`config.mk`:
```
export PLATFORM = sky130hd
export DESIGN_NAME = timed_priority_mode_arbiter_core
export DESIGN_NICKNAME = d
export VERILOG_FILES = /design/src/tpma_pkg.sv /design/src/tpma_ram.sv /design/src/tpma_useq.sv /design/src/tpma_dpath.sv /design/src/timed_priority_mode_arbiter_core.sv
export SDC_FILE = /design/constraint.sdc
export NUM_CORES = 1
export LEC_CHECK = 0
export BUFFER_PORTS_ARGS = -buffer_cell sky130_fd_sc_hd__buf_2
export CORE_ASPECT_RATIO = 1.75
export CORE_MARGIN = 10
export CORE_UTILIZATION = 35
export DETAILED_ROUTE_END_ITERATION = 10
export GPL_ROUTABILITY_DRIVEN = 0
export PLACE_DENSITY = 0.48
export SYNTH_ARGS = -nofsm -noshare
export SYNTH_HDL_FRONTEND = slang
export SYNTH_SLANG_ARGS = --single-unit
```
`constraint.sdc`:
```
create_clock -name clk_i -period 9 [get_ports clk_i]
set_input_delay 1.35 -clock clk_i [delete_from_list [all_inputs] [get_ports clk_i]]
set_output_delay 1.35 -clock clk_i [all_outputs]
set_load 0.01 [all_outputs]
```
`src/tpma_pkg.sv`:
```
// Shared types, constants and the control program of the timed priority mode arbiter.
`timescale 1ns / 1ps
`default_nettype none

package tpma_pkg;

  localparam int unsigned LIST_DEPTH_DEF = 16;
  localparam int unsigned MODE_SLOTS_DEF = 8;

  localparam int unsigned CFG_W  = 64;
  localparam int unsigned CFG_IW = 1;
  localparam logic [CFG_IW-1:0] REG_MODE_COUNT = 1'b0;
  localparam logic [CFG_IW-1:0] REG_PRIORITY   = 1'b1;

  localparam logic signed [3:0] NO_MODE = -4'sd1;

  typedef enum logic [2:0] {
    OP_ACT   = 3'd0,
    OP_TACT  = 3'd1,
    OP_DEACT = 3'd2,
    OP_TICK  = 3'd3,
    OP_CLEAR = 3'd4
  } op_e;

  typedef struct packed {
    logic [7:0]  mode;
    logic        pers;
    logic [31:0] end_ms;
  } entry_t;

  // Control word bits that drive the datapath.
  typedef struct packed {
    logic latch;
    logic find;
    logic compact;
    logic append;
    logic commit;
    logic clear;
    logic strobe;
  } ctl_t;

  typedef struct packed {
    logic scan_done;
  } sts_t;

  typedef enum logic [2:0] {
    SEQ_DISPATCH = 3'b001,
    SEQ_LOOP     = 3'b010,
    SEQ_GOTO     = 3'b100
  } seq_e;

  typedef logic [2:0] upc_t;

  localparam upc_t U_IDLE    = 3'd0;
  localparam upc_t U_FIND    = 3'd1;
  localparam upc_t U_APPEND  = 3'd2;
  localparam upc_t U_COMPACT = 3'd3;
  localparam upc_t U_COMMIT  = 3'd4;
  localparam upc_t U_DONE    = 3'd5;
  localparam upc_t U_CLEAR   = 3'd6;

  typedef struct packed {
    ctl_t ctl;
    seq_e seq;
    upc_t target;
  } uword_t;

  // The program: one word per step.
  function automatic uword_t ucode(upc_t pc);
    uword_t w;
    w = '{ctl: '0, seq: SEQ_GOTO, target: U_IDLE};
    case (pc)
      U_IDLE: begin
        w.ctl.latch = 1'b1;
        w.seq       = SEQ_DISPATCH;
        w.target    = U_IDLE;
      end
      U_FIND: begin
        w.ctl.find = 1'b1;
        w.seq      = SEQ_LOOP;
        w.target   = U_APPEND;
      end
      U_APPEND: begin
        w.ctl.append = 1'b1;
        w.target     = U_DONE;
      end
      U_COMPACT: begin
        w.ctl.compact = 1'b1;
        w.seq         = SEQ_LOOP;
        w.target      = U_COMMIT;
      end
      U_COMMIT: begin
        w.ctl.commit = 1'b1;
        w.target     = U_DONE;
      end
      U_DONE: begin
        w.ctl.strobe = 1'b1;
        w.target     = U_IDLE;
      end
      U_CLEAR: begin
        w.ctl.clear = 1'b1;
        w.target    = U_DONE;
      end
      default: begin
        w.target = U_IDLE;
      end
    endcase
    return w;
  endfunction

endpackage

`default_nettype wire

```
`src/tpma_ram.sv`:
```
// Generic single-write, single-read RAM with registered read data.
`timescale 1ns / 1ps
`default_nettype none

module tpma_ram #(
  parameter int unsigned WIDTH = 8,
  parameter int unsigned DEPTH = 16
) (
  input  wire logic                     clk_i,
  input  wire logic                     we_i,
  input  wire logic [$clog2(DEPTH)-1:0] waddr_i,
  input  wire logic [WIDTH-1:0]         wdata_i,
  input  wire logic [$clog2(DEPTH)-1:0] raddr_i,
  output logic      [WIDTH-1:0]         rdata_o
);

  logic [WIDTH-1:0] mem_q [DEPTH];

  always_ff @(posedge clk_i) begin
    if (we_i) begin
      mem_q[waddr_i] <= wdata_i;
    end
    rdata_o <= mem_q[raddr_i];
  end

endmodule

`default_nettype wire

```
`src/tpma_useq.sv`:
```
// Microcode sequencer: step counter, program table and jump logic.
`timescale 1ns / 1ps
`default_nettype none

module tpma_useq
  import tpma_pkg::*;
(
  input  wire logic       clk_i,
  input  wire logic       rst_ni,
  input  wire logic       start_i,
  input  wire logic [2:0] opcode_i,
  input  wire sts_t       sts_i,
  output ctl_t            ctl_o,
  output logic            busy_o
);

  upc_t   upc_q, upc_d;
  uword_t word;

  assign word = ucode(upc_q);

  always_comb begin
    ctl_o       = word.ctl;
    ctl_o.latch = word.ctl.latch & start_i;
  end

  assign busy_o = (upc_q != U_IDLE);

  always_comb begin
    upc_d = upc_q;
    case (word.seq)
      SEQ_DISPATCH: begin
        if (start_i) begin
          case (op_e'(opcode_i))
            OP_ACT, OP_TACT:  upc_d = U_FIND;
            OP_DEACT, OP_TICK: upc_d = U_COMPACT;
            OP_CLEAR:         upc_d = U_CLEAR;
            default:          upc_d = U_DONE;
          endcase
        end else begin
          upc_d = word.target;
        end
      end
      SEQ_LOOP: begin
        if (sts_i.scan_done) begin
          upc_d = word.target;
        end
      end
      SEQ_GOTO: begin
        upc_d = word.target;
      end
      default: begin
        upc_d = U_IDLE;
      end
    endcase
  end

  always_ff @(posedge clk_i or negedge rst_ni) begin
    if (!rst_ni) begin
      upc_q <= U_IDLE;
    end else begin
      upc_q <= upc_d;
    end
  end

  // The result strobe lasts one cycle and returns the sequencer to idle.
  a_strobe_single: assert property (@(posedge clk_i) disable iff (!rst_ni)
    ctl_o.strobe |=> !ctl_o.strobe && !busy_o)
    else $error("result strobe not followed by idle");

  // A request is taken only in idle.
  a_latch_idle: assert property (@(posedge clk_i) disable iff (!rst_ni)
    ctl_o.latch |-> !busy_o && start_i)
    else $error("request latched while busy");

endmodule

`default_nettype wire

```
`src/tpma_dpath.sv`:
```
// Datapath: entry list scan, compaction, append, priority pick and result registers.
`timescale 1ns / 1ps
`default_nettype none

module tpma_dpath
  import tpma_pkg::*;
#(
  parameter int unsigned LIST_DEPTH = LIST_DEPTH_DEF,
  parameter int unsigned MODE_SLOTS = MODE_SLOTS_DEF
) (
  input  wire logic              clk_i,
  input  wire logic              rst_ni,
  input  wire ctl_t              ctl_i,
  output sts_t                   sts_o,
  input  wire logic [2:0]        opcode_i,
  input  wire logic [7:0]        mode_index_i,
  input  wire logic [31:0]       now_ms_i,
  input  wire logic [31:0]       duration_ms_i,
  input  wire logic              cfg_we_i,
  input  wire logic [CFG_IW-1:0] cfg_idx_i,
  input  wire logic [CFG_W-1:0]  cfg_wdata_i,
  output logic signed [3:0]      effective_mode_o,
  output logic                   changed_o,
  output logic                   dropped_o
);

  localparam int unsigned AW = $clog2(LIST_DEPTH);
  localparam int unsigned CW = $clog2(LIST_DEPTH + 1);
  localparam logic [CW-1:0] DEPTH_C = CW'(LIST_DEPTH);
  localparam logic [3:0]    SLOTS_C = 4'(MODE_SLOTS);

  // Configuration.
  logic [3:0]       mode_count_q;
  logic [CFG_W-1:0] prio_q;

  always_ff @(posedge clk_i or negedge rst_ni) begin
    if (!rst_ni) begin
      mode_count_q <= '0;
      prio_q       <= '0;
    end else if (cfg_we_i) begin
      case (cfg_idx_i)
        REG_MODE_COUNT: mode_count_q <= cfg_wdata_i[3:0];
        REG_PRIORITY:   prio_q       <= cfg_wdata_i;
        default:        ;
      endcase
    end
  end

  // Latched request.
  op_e         op_q;
  logic [7:0]  mode_q;
  logic [31:0] now_q;
  logic [31:0] end_q;

  always_ff @(posedge clk_i) begin
    if (ctl_i.latch) begin
      op_q   <= op_e'(opcode_i);
      mode_q <= mode_index_i;
      now_q  <= now_ms_i;
      end_q  <= now_ms_i + duration_ms_i;
    end
  end

  // Scan state.
  logic [CW-1:0]      count_q, count_d;
  logic [CW-1:0]      r_q, r_d;
  logic [CW-1:0]      w_q, w_d;
  logic [AW-1:0]      ev_q, ev_d;
  logic               pend_q, pend_d;
  logic               found_q, found_d;
  logic signed [3:0]  best_q, best_d;
  logic [7:0]         bprio_q, bprio_d;
  logic signed [3:0]  last_q, last_d;
  logic               changed_q, changed_d;
  logic               dropped_q, dropped_d;

  // Memory port.
  logic          we;
  logic [AW-1:0] waddr;
  entry_t        wdata;
  entry_t        rdata;
  logic [$bits(entry_t)-1:0] rdata_raw;

  tpma_ram #(
    .WIDTH ($bits(entry_t)),
    .DEPTH (LIST_DEPTH)
  ) u_ram (
    .clk_i   (clk_i),
    .we_i    (we),
    .waddr_i (waddr),
    .wdata_i (wdata),
    .raddr_i (r_q[AW-1:0]),
    .rdata_o (rdata_raw)
  );

  assign rdata = entry_t'(rdata_raw);

  logic       more;
  logic       match;
  logic       keep;
  logic [3:0] limit;
  logic       valid_mode;
  logic [7:0] prio;

  assign more  = (r_q < count_q);
  assign limit = (mode_count_q > SLOTS_C) ? SLOTS_C : mode_count_q;
  assign valid_mode = (rdata.mode < {4'd0, limit});
  assign prio  = prio_q[{rdata.mode[2:0], 3'b000} +: 8];

  always_comb begin
    match = 1'b0;
    if (rdata.mode == mode_q) begin
      match = (op_q == OP_ACT) || !rdata.pers;
    end
  end

  always_comb begin
    if (op_q == OP_DEACT) begin
      keep = (rdata.mode != mode_q);
    end else begin
      keep = rdata.pers || (now_q < rdata.end_ms);
    end
  end

  always_comb begin
    sts_o.scan_done = !pend_q && !more;
    if (ctl_i.find && pend_q && match) begin
      sts_o.scan_done = 1'b1;
    end
  end

  always_comb begin
    count_d   = count_q;
    r_d       = r_q;
    w_d       = w_q;
    ev_d      = ev_q;
    pend_d    = 1'b0;
    found_d   = found_q;
    best_d    = best_q;
    bprio_d   = bprio_q;
    last_d    = last_q;
    changed_d = changed_q;
    dropped_d = dropped_q;
    we        = 1'b0;
    waddr     = ev_q;
    wdata     = rdata;

    if (ctl_i.latch) begin
      r_d       = '0;
      w_d       = '0;
      found_d   = 1'b0;
      best_d    = NO_MODE;
      bprio_d   = '0;
      changed_d = 1'b0;
      dropped_d = 1'b0;
    end

    // One read is issued per cycle; the entry returns in the next cycle.
    if ((ctl_i.find || ctl_i.compact) && more) begin
      pend_d = 1'b1;
      r_d    = r_q + CW'(1);
      ev_d   = r_q[AW-1:0];
    end

    if (ctl_i.find && pend_q && match) begin
      found_d = 1'b1;
      we      = 1'b1;
      waddr   = ev_q;
      if (op_q == OP_ACT) begin
        wdata.pers   = 1'b1;
        wdata.end_ms = '0;
      end else if (end_q > rdata.end_ms) begin
        wdata.end_ms = end_q;
      end
    end

    if (ctl_i.compact && pend_q && keep) begin
      we    = 1'b1;
      waddr = w_q[AW-1:0];
      w_d   = w_q + CW'(1);
      // The earliest entry keeps a tie.
      if ((op_q == OP_TICK) && valid_mode &&
          ((best_q == NO_MODE) || (prio > bprio_q))) begin
        best_d  = signed'({1'b0, rdata.mode[2:0]});
        bprio_d = prio;
      end
    end

    if (ctl_i.append && !found_q) begin
      if (count_q < DEPTH_C) begin
        we      = 1'b1;
        waddr   = count_q[AW-1:0];
        wdata   = '{mode: mode_q, pers: (op_q == OP_ACT),
                    end_ms: ((op_q == OP_ACT) ? 32'd0 : end_q)};
        count_d = count_q + CW'(1);
      end else begin
        dropped_d = 1'b1;
      end
    end

    if (ctl_i.commit) begin
      count_d = w_q;
      if (op_q == OP_TICK) begin
        changed_d = (best_q != last_q);
        last_d    = best_q;
      end
    end

    if (ctl_i.clear) begin
      count_d = '0;
      last_d  = NO_MODE;
    end
  end

  always_ff @(posedge clk_i or negedge rst_ni) begin
    if (!rst_ni) begin
      count_q   <= '0;
      r_q       <= '0;
      w_q       <= '0;
      ev_q      <= '0;
      pend_q    <= 1'b0;
      found_q   <= 1'b0;
      best_q    <= NO_MODE;
      bprio_q   <= '0;
      last_q    <= NO_MODE;
      changed_q <= 1'b0;
      dropped_q <= 1'b0;
    end else begin
      count_q   <= count_d;
      r_q       <= r_d;
      w_q       <= w_d;
      ev_q      <= ev_d;
      pend_q    <= pend_d;
      found_q   <= found_d;
      best_q    <= best_d;
      bprio_q   <= bprio_d;
      last_q    <= last_d;
      changed_q <= changed_d;
      dropped_q <= dropped_d;
    end
  end

  assign effective_mode_o = last_q;
  assign changed_o        = changed_q;
  assign dropped_o        = dropped_q;

  a_count_bound: assert property (@(posedge clk_i) disable iff (!rst_ni)
    count_q <= DEPTH_C)
    else $error("entry count beyond list depth");

  // Compaction never writes ahead of what it has read.
  a_write_behind: assert property (@(posedge clk_i) disable iff (!rst_ni)
    ctl_i.compact |-> w_q <= r_q)
    else $error("compaction write pointer ahead of read pointer");

  a_drop_full: assert property (@(posedge clk_i) disable iff (!rst_ni)
    $rose(dropped_q) |-> $past(count_q) == DEPTH_C)
    else $error("append dropped while list had room");

endmodule

`default_nettype wire

```
`src/timed_priority_mode_arbiter_core.sv`:
```
// Top level of the timed priority mode arbiter: sequencer and datapath.
`timescale 1ns / 1ps
`default_nettype none

// Usage:
// A request (opcode, mode_index, now_ms, duration_ms) is taken at a rising
// edge with start_i high and busy_o low. busy_o stays high while the request
// is worked on. Exactly one result per request appears on effective_mode_o,
// changed_o and dropped_o, marked by done_o for one cycle; it cannot be held
// off, so the receiver must take it in that cycle.
// Activate, timed activate, deactivate and tick walk the entry list one entry
// per cycle through the single read port of the list memory; clear and an
// undefined opcode do not walk it. A new request is taken only once the
// sequencer is back in idle.
// Configuration writes (cfg_we_i, cfg_idx_i, cfg_wdata_i) land at once and
// belong to idle periods.
// Reset empties the list and sets the effective mode to minus one; the list
// memory itself needs no clearing pass.

module timed_priority_mode_arbiter_core
  import tpma_pkg::*;
#(
  parameter int unsigned LIST_DEPTH = LIST_DEPTH_DEF,
  parameter int unsigned MODE_SLOTS = MODE_SLOTS_DEF
) (
  input  wire logic              clk_i,
  input  wire logic              rst_ni,
  input  wire logic              start_i,
  output logic                   busy_o,
  input  wire logic [2:0]        opcode_i,
  input  wire logic [7:0]        mode_index_i,
  input  wire logic [31:0]       now_ms_i,
  input  wire logic [31:0]       duration_ms_i,
  input  wire logic              cfg_we_i,
  input  wire logic [CFG_IW-1:0] cfg_idx_i,
  input  wire logic [CFG_W-1:0]  cfg_wdata_i,
  output logic                   done_o,
  output logic signed [3:0]      effective_mode_o,
  output logic                   changed_o,
  output logic                   dropped_o
);

  ctl_t ctl;
  sts_t sts;

  tpma_useq u_useq (
    .clk_i    (clk_i),
    .rst_ni   (rst_ni),
    .start_i  (start_i),
    .opcode_i (opcode_i),
    .sts_i    (sts),
    .ctl_o    (ctl),
    .busy_o   (busy_o)
  );

  tpma_dpath #(
    .LIST_DEPTH (LIST_DEPTH),
    .MODE_SLOTS (MODE_SLOTS)
  ) u_dpath (
    .clk_i            (clk_i),
    .rst_ni           (rst_ni),
    .ctl_i            (ctl),
    .sts_o            (sts),
    .opcode_i         (opcode_i),
    .mode_index_i     (mode_index_i),
    .now_ms_i         (now_ms_i),
    .duration_ms_i    (duration_ms_i),
    .cfg_we_i         (cfg_we_i),
    .cfg_idx_i        (cfg_idx_i),
    .cfg_wdata_i      (cfg_wdata_i),
    .effective_mode_o (effective_mode_o),
    .changed_o        (changed_o),
    .dropped_o        (dropped_o)
  );

  assign done_o = ctl.strobe;

endmodule

`default_nettype wire

```
==> run metrics, run 1 <==
post-synthesis xor/xnor area fraction 0.00969; nets 2,705; largest net degree at the start of global routing 75; Worst Path Arrival 5780 ps; endpoints failing setup 0; worst hold path type reg2reg; multiplexer share of the synthesized area 0.135; chip width 266 um; Largest delay share family, worst path simple AND/OR/NAND/NOR gates; post-route design area 42,500 um^2; DIE AREA 120,000 um^2; P_leak 0.0152 uW; buffer and inverter count on the worst path 2; Fin Setup TNS 0 ps; Worst Path Max Fanout 27; Congestion Overflow GR 0; total track usage 0.163; WP data required 9290 ps; # port buffers 151; most frequent cells in the layout edfxtp_1 (731), buf_2 (150), mux2i_1 (133); pwr dens 312 nW/um^2; worst r2r dst u_dpath.u_ram.mem_q[8][24]; cells after synthesis 2,261; yosys warns 0; residual DRC count 0; Compound-Gate Fraction of Synth Area 0.0759; Die Y 450 um; Rel. slew slack 0.278; Cell Area, Placed 39,600 um^2; Synth Area in Simple Gates 0.0348; Clk Latency, worst-skew pair 670 ps; Post-CTS Hold Buffers 0; Post-DP HPWL 62,600 um; Slew Limit Fails 0; number of global-route vias before repair 22,108; initial antenna violation count 1; first-pass GRT wire length 145,000 um; end of the critical path u_dpath.u_ram.mem_q[8][24]; Reg2Reg Depth 12; Synth Area in Adders 0.0384; Final Hold Fails 0; Final ANT Viol Nets 0; Synth Flop Type edfxtp_1; Post-synth ARST share 0.125; Core ar. 105,000 um^2; CTS Buf Count 84; # rows 157; outcome complete, no violations; flops & latches, synth 882; critical path's slowest cell nor2_4; CP startpoint u_dpath.u_ram.rdata_o[27]; reg2reg start u_dpath.u_ram.rdata_o[27]; Area growth syn-to-layout 14.8%; crit path launch type flip-flop; Routed WL 97,500 um; maximum number of buffers from clock root to sink 3; Worst Skew 26.3 ps; routed len/inst 25.2 um; ANT cells 0; actual slew at the worst max-slew pin 1070 ps; Max stage delay on crit path 600 ps; Clock Tree Root clkbuf_16; Filler Cells Inserted 9,578; cts repair resizes 0; Stages on worst setup path 12; RSZ-0062 raised after global routing false; Crit Path Class reg2reg; R2R setup slack 3520 ps; worst hold slack 499 ps; post-synthesis average cell area 16.4 um^2; commonest non-fill, non-tap cell in the layout edfxtp_1; Max-Cap Viols 0; vias after detailed routing 20,425; share of cells above drive strength 1 0.239; fmax 182 MHz; Vias/cell 5.28; Iter 0 DRT Violations 1,405; crit path cell chain inv_1, ha_1, nand4_1, or4_1, or2_0, or3_1, o221ai_2, mux2_2, o21ai_1, nand2_1, nor2_4, buf_4; Yosys cell types 65; Syn Nets 2,518; IO Count 152; endpoint type of the worst setup path flip-flop; Setup Buffers After CTS 0; Tmin final 5480 ps; final period utilization 0.609; sequential share of the synthesized area 0.689; clock sinks 882; Peak VDD IR 172 uV; EDFF count, synth 731; drt pass-1 iters 5; TritonCTS clock tree done; Syn Std Cell Area 37,000 um^2; initial cell density of the core 0.353; H-tree levels 3; clock slew seen by the registers of the worst setup and hold paths 60 ps; largest family of logic cells by synthesized area multiplexers
cells by family (layout without fill, tap and decap cells):
group	Yosys count	after routing
buf+inv	165	424
flops	882	882
compound gates	431	431
simple gates	268	268
fa+ha+maj	113	113
mux	361	361
xor+xnor	41	41
sequential cells by signal (all words and copies together) (netlist names), 3 cells and up:
name                      flops
u_dpath.u_ram.mem_q         656
u_dpath.prio_q               64
u_dpath.u_ram.rdata_o        41
u_dpath.end_q                32
u_dpath.now_q                32
u_dpath.bprio_q               8
u_dpath.mode_q                8
u_dpath.count_q               5
u_dpath.r_q                   5
u_dpath.w_q                   5
u_dpath.best_q                4
u_dpath.effective_mode_o      4
u_dpath.ev_q                  4
u_dpath.mode_count_q          4
u_dpath.op_q                  3
u_useq.upc_q                  3
layout make-up:
cell class	count	area, um^2	share of cell area
well taps	1351	1690	0.0397
flip-flops and latches	882	25500	0.601
clock inverters	46	539	0.0127
clock buffers	112	2340	0.0550
multi-input cells	1214	11000	0.260
inverters	69	262	0.00615
repair buffers	197	1100	0.0260
report_power, final:
part	switching (uW)	internal, uW	total [uW]
clock	1550	2160	3700
combinational	2320	1390	3710
sequential	305	5540	5840
how the worst min path moves through the flow:
stage | slack [ps] | start | depth (start not counted) | to
finish | 500 | u_dpath.prio_q[22] | 1 | u_dpath.prio_q[22]
global route | 510 | u_dpath.prio_q[22] | 1 | u_dpath.prio_q[22]
CTS | 500 | u_dpath.found_q | 1 | u_dpath.found_q
detailed placement | 490 | u_dpath.found_q | 1 | u_dpath.found_q
global placement | 470 | u_dpath.found_q | 1 | u_dpath.found_q
floorplan | 450 | u_dpath.found_q | 1 | u_dpath.found_q
synth_stat cells, drive strengths merged, types with 3 or more instances:
cell    instances  area [um^2]
nand2b         14         90.1
or2             3         18.8
nand3          16         80.1
nor3b           3         22.5
mux2i         133         1330
a221oi         43          377
a31oi           4         25.0
and3            9         56.3
inv            68          255
mux2          130         1460
nor3           11         55.1
buf            24          101
dfstp           8          210
ha            112         1400
mux4           98         2210
nor2b          19          119
o21a            8         60.1
o22ai           3         18.8
nor4            6         37.5
nand2         116          435
clkbuf         72          270
and2            3         18.8
a21oi         102          510
nand4          22          138
o21ai         118          598
a21o           36          270
dfxtp          41          821
o21bai          4         30.0
a21boi          3         22.5
a22oi          42          315
a211oi          8         60.1
nor2           36          135
o211ai          6         45.0
xor2           12          105
a22o           34          298
dfrtp         102         2550
edfxtp        731        22000
xnor2          29          254
nand4b          3         26.3
o31ai           4         30.0
worst reg2reg max path: cells and delay by family, from the launching register on:
| family | cells | cell delay (ps) |
|---|---|---|
| adder cells (fa/ha/maj) | 1 | 310 |
| multiplexers | 1 | 410 |
| AO/OA/AOI/OAI | 2 | 1120 |
| AND/OR/NAND/NOR | 6 | 2350 |
| buffers and inverters | 2 | 580 |
| flip-flops | 1 | 330 |
routing by layer:
metal	share of wire	GRT usage	vias to the layer above
li1	-	-	9298
met5	0	0	-
met4	0.025	0.0509	0
met1	0.40	0.189	10580
met3	0.034	0.0227	116
met2	0.54	0.303	431
per-stage QoR:
stage | power [uW] | utilization | setup WS, ps | instances
after floorplan | 8300 | - | 2750 | 2261
after global placement | 9620 | 0.378 | 3540 | 3713
after detailed placement | 9710 | 0.378 | 3420 | 3713
after CTS | 13500 | 0.405 | 3420 | 3871
after global routing | 13900 | 0.405 | 3200 | 3871
final | 13200 | 0.405 | 3520 | 3871
(Power assumes the default switching activity.)
==> run 2: changes to the inputs <==
==> constraint.sdc (replaced) <==
create_clock -name clk_i -period 5.35 [get_ports clk_i]
set_input_delay 0.8025 -clock clk_i [delete_from_list [all_inputs] [get_ports clk_i]]
set_output_delay 0.8025 -clock clk_i [all_outputs]
set_load 0.01 [all_outputs]
==> run metrics, run 2 (synthesized netlist as in run 1, its figures left out) <==
Post-Place Worst Slack 458 ps (-2960 ps); number of global-route vias before repair 21,974 (-0.61%); Placed Instances 3,768 (+1.5%); Iter 0 DRT Violations 1,333 (-5.1%); outcome complete, no violations; pwr dens 533 nW/um^2 (+71%); Final WS setup 461 ps (-3060 ps); vias after detailed routing 20,730 (+1.5%); residual DRC count 0 (unchanged); Area growth syn-to-layout 16.3%; drt pass-1 iters 5 (unchanged); H-tree levels 3 (unchanged); max FFs per register 656 (unchanged); Clk Latency, worst-skew pair 670 ps (about the same); first-pass GRT wire length 149,000 um (+2.3%); Worst Path Max Fanout 16 (-41%); endpoints failing setup 0 (unchanged); clock slew seen by the registers of the worst setup and hold paths 60 ps (about the same); fmax 205 MHz (+12%); Congestion Overflow GR 0 (unchanged); Core ar. 105,000 um^2 (unchanged); endpoint type of the worst setup path flip-flop; Fin Setup TNS 0 ps (unchanged); TritonCTS clock tree done; # port buffers 151 (unchanged); Slew Limit Fails 0 (unchanged); RSZ-0062 raised after global routing false; WP data required 5700 ps (-3590 ps); M1 wire length 41,600 um (+6.1%); actual slew at the worst max-slew pin 1030 ps (-39.4 ps); # rows 157 (unchanged); CTS Buf Count 86 (+2.4%); initial cell density of the core 0.353 (unchanged); uppermost routed layer met4; ANT cells 0 (unchanged); routed wl met3 3980 um (+19%); Post-CTS Hold Buffers 0 (unchanged); Worst Skew 25.0 ps (-1.34 ps); Crit Path Class reg2reg; commonest non-fill, non-tap cell in the layout edfxtp_1; Setup Buffers After CTS 0 (unchanged); largest net degree at the start of global routing 57 (-24%); Rel. slew slack 0.307 (+0.0288); share of cells above drive strength 1 0.251 (+0.0124); Routed WL 101,000 um (+3.7%); total track usage 0.167 (+0.00476); crit path launch type flip-flop; most frequent cells in the layout edfxtp_1 (731), buf_2 (150), mux2i_1 (133); IO Count 152 (unchanged); Finished Layout Cells 3,926 (+1.4%); P_leak 0.0155 uW (+2.2%); largest register by flop count u_dpath.u_ram.mem_q; initial antenna violation count 1 (unchanged); Vias/cell 5.28 (about the same); Post-DP HPWL 68,300 um (+9.2%); Die Y 450 um (unchanged); Final ANT Viol Nets 0 (unchanged); chip width 266 um (unchanged); clock sinks 882 (unchanged); cts repair resizes 0 (unchanged); Max-Cap Viols 0 (unchanged); worst hold path type in2async; WL met2 53,400 um (+1.6%); Final Hold Fails 0 (unchanged); routed len/inst 25.8 um (+2.3%); final period utilization 0.914 (+0.305); Tmin final 4890 ps (-595 ps); nets 2,762 (+2.1%); Clock Tree Root clkbuf_16; Filler Cells Inserted 9,501 (-0.80%); Worst Path Arrival 5240 ps (-540 ps); DIE AREA 120,000 um^2 (unchanged); top flop regs u_dpath.u_ram.mem_q (656), u_dpath.prio_q (64), u_dpath.u_ram.rdata_o (41); Peak VDD IR 286 uV (+66%); maximum number of buffers from clock root to sink 3 (unchanged)
==> run 2: cell types whose count changed in the layout (fill, tap and decap cells not counted), moves of 2 or more <==
cell        change
buf_12         +14
buf_4          +41
clkbuf_1        +3
clkinv_1        +4
clkinv_2        -5
clkinvlp_4      +2
nor3_2          -4
nor3_4          +4
==> run 2: power by group <==
part,internal (uW),total [uW],switching [uW]
Clock,3560,6180,2610
Combinational,2660,6980,4330
Sequential,9280,9800,513
Total,15500,23000,7450
==> run 2: routing by layer <==
layer | track usage | vias up
met5 | 0 | -
met4 | 0.0477 | 0
met3 | 0.0241 | 104
met2 | 0.303 | 465
met1 | 0.203 | 10741
li1 | - | 9420
==> run 2: per-stage QoR <==
step | utilization | instance area (um^2) | total power [uW] | hold slack [ps]
after global placement | 0.384 | 40300 | 16900 | 463
after global routing | 0.411 | 43100 | 24100 | 131
after detailed placement | 0.384 | 40300 | 17100 | 467
final | 0.411 | 43100 | 23000 | 119
after CTS | 0.411 | 43100 | 23300 | 90.0
after floorplan | - | 37100 | 14000 | 451
==> run 2: critical path, stage by stage, from the launching register on <==
cell and delay, ps:
edfxtp_1 390, ha_1 310, nand4_1 140, or4_1 550, or2_0 280, or3_1 410, o221ai_2 550, mux2_2 400
o21ai_1 140, buf_4 240, nand2b_1 270, nor2_4 590, buf_12 260
==> run 2: cell type report <==
class | instances | area, um^2 | area share
repair buffers | 252 | 1690 | 0.0393
clock buffers | 114 | 2340 | 0.0543
well taps | 1351 | 1690 | 0.0392
flip-flops and latches | 882 | 25500 | 0.593
clock inverters | 44 | 497 | 0.0115
multi-input cells | 1214 | 11100 | 0.257
inverters | 69 | 262 | 0.00607
==> run 2: final timing paths <==
check	slack, ps	startpoint	cells past startpoint	end
setup reg to reg	460	u_dpath.now_q[31]	12	u_dpath.u_ram.mem_q[3][3]
max in group asynchronous	4110	rst_ni	2	u_dpath.r_q[0]
hold / removal	120	rst_ni	1	u_dpath.prio_q[33]
min in group clk_i	310	mode_index_i[5]	1	u_dpath.mode_q[5]
setup / recovery	460	u_dpath.now_q[31]	12	u_dpath.u_ram.mem_q[3][3]
hold reg to reg	480	u_dpath.found_q	1	u_dpath.found_q
